<file path="config.mk">
export PLATFORM = sky130hd
export DESIGN_NAME = sliding_window_median_mean_mode_filter_top
export DESIGN_NICKNAME = d
export VERILOG_FILES = /design/src/hw/rtl/swmf_pkg.sv /design/src/hw/rtl/swmf_ram.sv /design/src/hw/rtl/sliding_window_median_mean_mode_filter_top.sv
export SDC_FILE = /design/constraint.sdc
export NUM_CORES = 2
export LEC_CHECK = 0
export BUFFER_PORTS_ARGS = -buffer_cell sky130_fd_sc_hd__buf_2
export CORE_MARGIN = 3
export CORE_UTILIZATION = 60
export DETAILED_ROUTE_END_ITERATION = 8
export GPL_TIMING_DRIVEN = 0
export PLACE_DENSITY = 0.8
export SLEW_MARGIN = 20
export SYNTH_ARGS = -nofsm -noshare
export SYNTH_HDL_FRONTEND = slang
export SYNTH_SLANG_ARGS = --single-unit
export TNS_END_PERCENT = 5
</file>
<file path="constraint.sdc">
create_clock -name clk -period 8.9 [get_ports clk]
set_input_delay 1.78 -clock clk [delete_from_list [all_inputs] [get_ports clk]]
set_output_delay 1.78 -clock clk [all_outputs]
set_load 0.03 [all_outputs]
</file>
<file path="src/hw/rtl/swmf_pkg.sv">
package swmf_pkg;
  localparam int WINDOW_DEF   = 10;
  localparam int CHANNELS_DEF = 10;
  localparam int SAMPLE_W     = 16;
  localparam int CHAN_W       = 4;
  localparam int TDATA_W      = 24;

  typedef logic [1:0] mode_t;
  localparam mode_t MODE_MEDIAN = 2'd0;
  localparam mode_t MODE_MEAN   = 2'd1;
  localparam mode_t MODE_MODE   = 2'd2;
endpackage

</file>
<file path="src/hw/rtl/swmf_ram.sv">
module swmf_ram #(
  parameter int WIDTH = 16,
  parameter int DEPTH = 100
) (
  input  logic                     clk,
  input  logic                     we,
  input  logic [$clog2(DEPTH)-1:0] waddr,
  input  logic [WIDTH-1:0]         wdata,
  input  logic [$clog2(DEPTH)-1:0] raddr,
  output logic [WIDTH-1:0]         rdata
);
  logic [WIDTH-1:0] mem [DEPTH];

  always_ff @(posedge clk) begin
    if (we) begin
      mem[waddr] <= wdata;
    end
    rdata <= mem[raddr];
  end
endmodule

</file>
<file path="src/hw/rtl/sliding_window_median_mean_mode_filter_top.sv">
// Per-channel sliding window filter: median, mean or mode of the last WINDOW samples.
// Input beats (in_*) carry a channel number and a signed sample; each accepted beat
// gives exactly one output beat (out_*) with the channel echoed and the filtered value.
// The first sample on a channel fills that channel's whole window.
// cfg_we writes the 2-bit filter mode (0 median, 1 mean, 2 mode, 3 as median); write
// it only while the block is idle.
// A channel out of range answers 0 without a sweep of the window.
// The window memory is read one entry per cycle into an insertion sorter; the mean is
// the window sum times a fixed reciprocal of WINDOW, the mode a scan of the sorted cells.
// One item is in work at a time. in_tready rises again as soon as the result is in the
// output register, so the next item is taken while that result waits for out_tready;
// an item that finishes while the output register is still full waits for it.
// Reset (rst_n low, synchronous) clears the mode register, all window priming and the
// oldest-slot pointers and drops out_tvalid; the window memory needs no clearing.
module sliding_window_median_mean_mode_filter_top
  import swmf_pkg::*;
#(
  parameter int WINDOW   = WINDOW_DEF,
  parameter int CHANNELS = CHANNELS_DEF
) (
  input  logic               clk,
  input  logic               rst_n,
  input  logic               cfg_we,
  input  logic [1:0]         cfg_wdata,
  input  logic               in_tvalid,
  output logic               in_tready,
  input  logic [TDATA_W-1:0] in_tdata,   // [3:0] channel, [19:4] sample
  output logic               out_tvalid,
  input  logic               out_tready,
  output logic [TDATA_W-1:0] out_tdata   // [3:0] channel_out, [19:4] filtered
);
  localparam int KW    = $clog2(WINDOW);
  localparam int CHW   = (CHANNELS > 1) ? $clog2(CHANNELS) : 1;
  localparam int AW    = $clog2(CHANNELS * WINDOW);
  localparam int SUM_W = SAMPLE_W + $clog2(WINDOW);
  localparam int CNT_W = $clog2(WINDOW + 1);

  // quotient by WINDOW as a multiply by a rounded-up reciprocal, exact over the sum range
  localparam int RECIP_SH = SUM_W + KW;
  localparam int RECIP_W  = SUM_W + 2;
  localparam int PROD_W   = SUM_W + RECIP_W;
  localparam longint RECIP_L =
    ((longint'(1) << RECIP_SH) + longint'(WINDOW) - longint'(1)) / longint'(WINDOW);
  localparam logic [RECIP_W-1:0] RECIP = RECIP_W'(RECIP_L);

  localparam logic [2:0] S_IDLE = 3'd0;
  localparam logic [2:0] S_RUN  = 3'd1;
  localparam logic [2:0] S_WAIT = 3'd2;
  localparam logic [2:0] S_SEL  = 3'd3;
  localparam logic [2:0] S_MODE = 3'd4;
  localparam logic [2:0] S_DIV  = 3'd5;
  localparam logic [2:0] S_NEG  = 3'd6;
  localparam logic [2:0] S_OUT  = 3'd7;

  logic [2:0] state_r;
  mode_t      mode_r;

  logic [CHAN_W-1:0]          ch_r;
  logic signed [SAMPLE_W-1:0] x_r;
  logic                       primed_now_r;
  logic [KW-1:0]              slot_r;
  logic [KW-1:0]              k_r;
  logic [KW-1:0]              kd_r;
  logic                       feed_v_r;

  logic [CHANNELS-1:0] primed_r;
  logic [KW-1:0]       oldest_r [CHANNELS];

  logic signed [SAMPLE_W-1:0] cell_r   [WINDOW];
  logic signed [SAMPLE_W-1:0] cell_nxt [WINDOW];
  logic [WINDOW-1:0]          fv_r;
  logic [WINDOW:0]            ge;

  logic signed [SUM_W-1:0]    sum_r;
  logic [SUM_W-1:0]           mag_r;
  logic [PROD_W-1:0]          quot_prod;
  logic                       neg_r;

  logic signed [SAMPLE_W-1:0] run_val_r;
  logic [CNT_W-1:0]           run_cnt_r;
  logic [CNT_W-1:0]           run_cnt_nxt;
  logic signed [SAMPLE_W-1:0] best_val_r;
  logic signed [SAMPLE_W-1:0] best_val_nxt;
  logic [CNT_W-1:0]           best_cnt_r;
  logic [CNT_W-1:0]           best_cnt_nxt;

  logic signed [SAMPLE_W-1:0] res_r;
  logic                       out_v_r;
  logic [TDATA_W-1:0]         out_d_r;

  logic                       in_acc;
  logic [CHAN_W-1:0]          in_ch;
  logic signed [SAMPLE_W-1:0] in_smp;
  logic                       in_range;
  logic [CHW-1:0]             in_idx;
  logic [CHW-1:0]             cidx;
  logic [AW-1:0]              base;
  logic                       ram_we;
  logic [AW-1:0]              ram_waddr;
  logic [AW-1:0]              ram_raddr;
  logic [SAMPLE_W-1:0]        ram_rdata;
  logic signed [SAMPLE_W-1:0] fval;
  logic                       out_free;

  assign in_tready = (state_r == S_IDLE);
  assign in_acc    = in_tvalid && in_tready;
  assign in_ch     = in_tdata[CHAN_W-1:0];
  assign in_smp    = in_tdata[CHAN_W+SAMPLE_W-1:CHAN_W];
  assign in_range  = {1'b0, in_ch} < (CHAN_W+1)'(CHANNELS);
  assign in_idx    = in_ch[CHW-1:0];
  assign cidx      = ch_r[CHW-1:0];
  assign out_free  = !out_v_r || out_tready;

  // window memory: read every entry in turn, write the new sample once
  // (or every entry when the channel is being primed)
  assign base      = AW'(cidx) * AW'(WINDOW);
  assign ram_raddr = base + AW'(k_r);
  assign ram_we    = (state_r == S_RUN) && (!primed_now_r || (k_r == '0));
  assign ram_waddr = base + AW'(primed_now_r ? slot_r : k_r);

  swmf_ram #(
    .WIDTH (SAMPLE_W),
    .DEPTH (CHANNELS * WINDOW)
  ) u_ram (
    .clk   (clk),
    .we    (ram_we),
    .waddr (ram_waddr),
    .wdata (x_r),
    .raddr (ram_raddr),
    .rdata (ram_rdata)
  );

  // the slot being replaced reads back the new sample, whatever the memory held
  assign fval = (!primed_now_r || (kd_r == slot_r)) ? x_r : $signed(ram_rdata);

  // sorted insertion into the cell row, or a shift down for the mode scan
  always_comb begin
    ge[0] = 1'b1;
    for (int i = 0; i < WINDOW; i++) begin
      ge[i+1] = fv_r[i] && (cell_r[i] <= fval);
    end
    for (int i = 0; i < WINDOW; i++) begin
      if (state_r == S_MODE) begin
        cell_nxt[i] = cell_r[(i == WINDOW-1) ? i : i+1];
      end else if (ge[i+1]) begin
        cell_nxt[i] = cell_r[i];
      end else if (ge[i]) begin
        cell_nxt[i] = fval;
      end else begin
        cell_nxt[i] = cell_r[(i == 0) ? 0 : i-1];
      end
    end
  end

  // run-length over the sorted cells; strict compare keeps the smaller value on a tie
  always_comb begin
    if (k_r == '0 || cell_r[0] != run_val_r) begin
      run_cnt_nxt = CNT_W'(1);
    end else begin
      run_cnt_nxt = run_cnt_r + CNT_W'(1);
    end
    if (run_cnt_nxt > best_cnt_r) begin
      best_cnt_nxt = run_cnt_nxt;
      best_val_nxt = cell_r[0];
    end else begin
      best_cnt_nxt = best_cnt_r;
      best_val_nxt = best_val_r;
    end
  end

  assign quot_prod = PROD_W'(mag_r) * PROD_W'(RECIP);

  always_ff @(posedge clk) begin
    if (feed_v_r || state_r == S_MODE) begin
      for (int i = 0; i < WINDOW; i++) begin
        cell_r[i] <= cell_nxt[i];
      end
    end
    if (feed_v_r) begin
      sum_r <= sum_r + SUM_W'(fval);
    end
    if (in_acc) begin
      ch_r  <= in_ch;
      x_r   <= in_smp;
      sum_r <= '0;
    end
    kd_r <= k_r;
    case (state_r)
      S_SEL: begin
        neg_r      <= sum_r[SUM_W-1];
        mag_r      <= sum_r[SUM_W-1] ? SUM_W'(-sum_r) : SUM_W'(sum_r);
        best_cnt_r <= '0;
        best_val_r <= '0;
        res_r      <= cell_r[WINDOW/2];
      end
      S_MODE: begin
        run_val_r  <= cell_r[0];
        run_cnt_r  <= run_cnt_nxt;
        best_cnt_r <= best_cnt_nxt;
        best_val_r <= best_val_nxt;
        res_r      <= best_val_nxt;
      end
      S_DIV: begin
        mag_r <= SUM_W'(quot_prod[RECIP_SH +: SAMPLE_W]);
      end
      S_NEG: begin
        res_r <= neg_r ? -$signed(mag_r[SAMPLE_W-1:0]) : $signed(mag_r[SAMPLE_W-1:0]);
      end
      default: begin
      end
    endcase
    if (in_acc && !in_range) begin
      res_r <= '0;
    end
    if (state_r == S_OUT && out_free) begin
      out_d_r <= TDATA_W'({res_r, ch_r});
    end
  end

  always_ff @(posedge clk) begin
    if (!rst_n) begin
      state_r      <= S_IDLE;
      mode_r       <= MODE_MEDIAN;
      primed_r     <= '0;
      fv_r         <= '0;
      feed_v_r     <= 1'b0;
      out_v_r      <= 1'b0;
      k_r          <= '0;
      primed_now_r <= 1'b0;
      slot_r       <= '0;
      for (int c = 0; c < CHANNELS; c++) begin
        oldest_r[c] <= '0;
      end
    end else begin
      if (cfg_we) begin
        mode_r <= cfg_wdata;
      end
      feed_v_r <= (state_r == S_RUN);
      if (feed_v_r) begin
        fv_r <= {fv_r[WINDOW-2:0], 1'b1};
      end
      if (out_v_r && out_tready && state_r != S_OUT) begin
        out_v_r <= 1'b0;
      end
      case (state_r)
        S_IDLE: begin
          if (in_acc) begin
            k_r  <= '0;
            fv_r <= '0;
            if (in_range) begin
              primed_now_r     <= primed_r[in_idx];
              slot_r           <= primed_r[in_idx] ? oldest_r[in_idx] : '0;
              primed_r[in_idx] <= 1'b1;
              if (!primed_r[in_idx]) begin
                oldest_r[in_idx] <= '0;
              end else if (oldest_r[in_idx] >= KW'(WINDOW - 1)) begin
                oldest_r[in_idx] <= '0;
              end else begin
                oldest_r[in_idx] <= oldest_r[in_idx] + KW'(1);
              end
              state_r <= S_RUN;
            end else begin
              state_r <= S_OUT;
            end
          end
        end
        S_RUN: begin
          if (k_r == KW'(WINDOW - 1)) begin
            state_r <= S_WAIT;
          end else begin
            k_r <= k_r + KW'(1);
          end
        end
        S_WAIT: begin
          state_r <= S_SEL;
        end
        S_SEL: begin
          k_r <= '0;
          if (mode_r == MODE_MEAN) begin
            state_r <= S_DIV;
          end else if (mode_r == MODE_MODE) begin
            state_r <= S_MODE;
          end else begin
            state_r <= S_OUT;
          end
        end
        S_MODE: begin
          if (k_r == KW'(WINDOW - 1)) begin
            state_r <= S_OUT;
          end else begin
            k_r <= k_r + KW'(1);
          end
        end
        S_DIV: begin
          state_r <= S_NEG;
        end
        S_NEG: begin
          state_r <= S_OUT;
        end
        S_OUT: begin
          if (out_free) begin
            out_v_r <= 1'b1;
            state_r <= S_IDLE;
          end
        end
        default: begin
          state_r <= S_IDLE;
        end
      endcase
    end
  end

  assign out_tvalid = out_v_r;
  assign out_tdata  = out_d_r;

  a_bad_channel_skips: assert property (@(posedge clk) disable iff (!rst_n)
    (in_acc && !in_range) |=> (state_r == S_OUT))
    else $error("out-of-range channel did not go straight to output");

  a_feed_in_sweep: assert property (@(posedge clk) disable iff (!rst_n)
    feed_v_r |-> (state_r == S_WAIT || state_r == S_RUN))
    else $error("sorter fed outside the window sweep");

  a_sorter_full: assert property (@(posedge clk) disable iff (!rst_n)
    (state_r == S_SEL) |-> (&fv_r))
    else $error("sorter not full when the result is selected");
endmodule

</file>
==> results by stage <==
Run status:
- The run finished, with violations left.
- The checks that failed: design-rule violations.

CTS:
- The number of setup buffers added after CTS is 0.
- The H-tree was split into 4 levels.
- The clock drives a little over 2,000 sinks.
- The clock root buffer master is clkbuf_16.
- The number of gates given a new drive strength after cts is 0.
- TritonCTS built the clock tree.
- The count of hold buffers inserted by post-cts repair is 0.
- The longest clock path from root to sink contains 3 buffers.
- At the later pin of the worst-skew pair, clock insertion delay measures between 0.8 and 0.9 ns.
- The total CTS buffers is 190.
- Clock-pin slew was measured on the worst setup and hold paths at approximately 0.07 ns.

Timing:
- On the final layout, the worst clock skew is around 0.065 ns.
- The final-report hold violation count was 0.
- The actual slew at the worst max-slew pin is approximately 1.2 ns.
- The worst slew slack as a fraction of its limit is ~18%.
- In the post-route analysis, the smallest setup slack over all paths is about 1.4 ns.
- The final max-slew violation count is 0.
- The highest attainable clock frequency is approximately 130 MHz.
- The time the worst path needs with I/O delays and setup is roughly 7.5 ns.
- The number of setup violations in the final report is 0.
- Setup repair after global routing left no endpoint under its margin.
- The final period utilization is a little over four fifths.
- In the final timing run, aggregate negative setup slack is 0 ns.

Floorplan:
- The effective utilization at floorplan is around three fifths.
- The full die area is 0.1576 mm2.
- The floorplan die height is slightly below 400 um.
- The number of rows in the core area is approximately 140.
- Pin placement for this block handled 57 I/O pins.
- The floorplan step defined a core boundary enclosing 0.1508 mm2.
- The chip width is approximately 400 um.

Route:
- The detailed router placed around 56,000 vias in this run.
- In the routed layout, each cell is associated on average with a via count of between 7 and 8.
- The detailed-routing iteration count for the pre-antenna-repair pass is 9.
- In the routed design, unresolved DRC markers number 1.
- The remaining number of nets flagged by the antenna check after routing is 0.
- Wires add up to between 200,000 and 300,000 um.
- The average routed wire per standard cell is 35.79 um.
- The starting DRC count in detailed routing is about 9,400.

Yosys:
- The predominant post-synthesis flop cell is edfxtp_1.
- The register area share after synthesis is between 60 and 70%.
- During synthesis, Yosys emitted a total of 0 warnings.
- The largest total area in the synthesized netlist belongs to edfxtp_1.
- The netlist uses 70 different library cells.
- The top-area cell type share of the netlist area is between 60% and 70%.
- Yosys mapped a number of flops with a built-in enable equal to 1,925.
- After synthesis the cells add up to 0.09172 mm2.
- Counting flops and latches in the post-synthesis netlist gives ~2,000.
- Synthesis produced 5,366 cells.
- The share of synthesized flip-flops with an asynchronous set or reset is 0%.
- The mean instance size in the synthesized netlist is ~17 um2.
- Yosys attributes the largest share of cell area to edfxtp_1, mux4_2, ha_1, fa_1, dfxtp_1.

Place:
- Routability-driven placement finished with a final weighted congestion of roughly 1.
- Summed over all nets, the half-perimeter wirelength after detailed placement is 181,300 um.
- Prior to clock tree synthesis, the placed netlist has a worst setup slack of approximately 1.4 ns.
- Input and output buffers added on the ports amount to 47.

Global route:
- The first-pass GRT wire length is 408,500 um.
- Global routing used ~46% of the available met1 tracks.
- Global routing consumed, over all layers together, a little under two fifths of the routing resources.
- For this run, global-route usage on met3 was measured as a little under an eighth.
- The number of antenna violations at the first check in global routing is 12.
- The via count of the first global-routing pass came to 56,620.
- Entering global routing, the biggest net connects 33 pins.
- The met2 demand-to-capacity share in global routing is between 50% and 60%.
- The aggregate global routing overflow is 0.
- After global routing, the most crowded layer is met2.

Setup path:
- The critical path is of the reg2reg type.
- The maximum fanout encountered on the critical timing path is 8.
- Setup slack on the worst reg-to-reg path comes out at approximately 1.4 ns.
- By instance count, the cell type seen most on the critical path is inv_1.
- The cell type of the slowest stage on the worst timing path is a2111oi_1.
- The worst setup path is captured at a flop.
- STA classifies the critical path startpoint as a flop.
- The arrival time at the worst endpoint is 8.13 ns.
- In this design, the stage delay of the slowest critical-path cell is between 0.8 and 0.9 ns.
- For the worst setup path, the data required time is 9.55 ns.

Run:
- Across the run, the number of max-cap violations was 0.

Layout:
- At the end of the flow, the number of nets in the layout was approximately 6,400.
- The fraction of final layout cells with drive strength greater than 1 is between 20% and 30%.
- The leading cell type in the layout, fill and taps excluded is edfxtp_1.
- From synthesis to final layout, the design area changed by 13.18%.
- In the layout the commonest cells are edfxtp_1, mux4_2, ha_1, nand2_1, inv_1.

Min path:
- The path type of the worst min-delay path is reg2reg.
[sequential cells by signal, indices dropped and copies added, names as in the netlist, 16 cells and up]
name and flops:
x_r 16, sum_r 20, res_r 16, mag_r 20, run_val_r 16, oldest_r 64, out_tdata 20, u_ram.mem 1600
best_val_r 16, cell_r 160, u_ram.rdata 16
[cell families after synthesis]
kind of cell,Yosys count,synth area share (%)
buf+inv,491,2.065
fa+ha+maj,546,8.537
mux,725,15.07
simple gates,851,4.075
compound gates,621,4.133
other cells,1,0.004089
xor+xnor,114,1.089
flops,2017,65.03
[final cells by class]
type / instances / area, um2
buffer: 238 / 1020
sequential: 2017 / 59650
timing repair buffer: 210 / 2681
multi-input combinational: 2885 / 30660
inverter: 253 / 949.7
fill: 9017 / 47030
tap: 2016 / 2522
clock buffer: 233 / 5029
antenna: 7 / 17.52
clock inverter: 115 / 1281
[stage by stage]
step	instance area (um2)	instances	hold slack, ns	utilization, %
after global routing	103800	7967	0.4337	68.81
after CTS	103700	7966	0.4130	68.77
final	103800	7974	0.4170	68.82
after detailed placement	97420	7618	0.3889	64.59
after floorplan	91820	5393	0.3688	-
after global placement	94580	7456	0.3891	62.70
[layer usage]
layer	vias up	wire [um]
li1	21880	-
met3	1306	38660
met2	5205	130700
met5	-	161
met1	28090	93040
met4	8	22830
[synthesized netlist by cell type (all sizes together) (34+ instances only)]
cell       n
edfxtp  1925
mux4     521
ha       413
nor2     316
nand2    306
inv      252
o21ai    228
a21oi    171
mux2i    170
clkbuf   161
fa       133
dfxtp     92
buf       77
a21o      75
xnor2     73
nand4     48
nand3     45
xor2      41
mux2      34
[final timing paths]
path | end | cells after the start | start
setup / recovery | mag_r[15] | 25 | mag_r[8]
hold / removal | kd_r[0] | 0 | k_r[0]
setup reg to reg | mag_r[15] | 25 | mag_r[8]
hold reg to reg | kd_r[0] | 0 | k_r[0]
[critical path, delay by kind of cell (launching register included)]
| kind | cells | cell delay (ns) |
|---|---|---|
| buffers and inverters | 6 | 0.70 |
| AOI/OAI and AO/OA | 9 | 2.57 |
| adders and majority gates | 8 | 2.98 |
| DFF | 1 | 0.67 |
| xor gates and xnor gates | 1 | 0.12 |
| and+or+nand+nor | 1 | 0.27 |
Power is left out: the tool's default activity adds up to more than one toggle a clock period on the data nets, which glitch-free logic cannot reach.
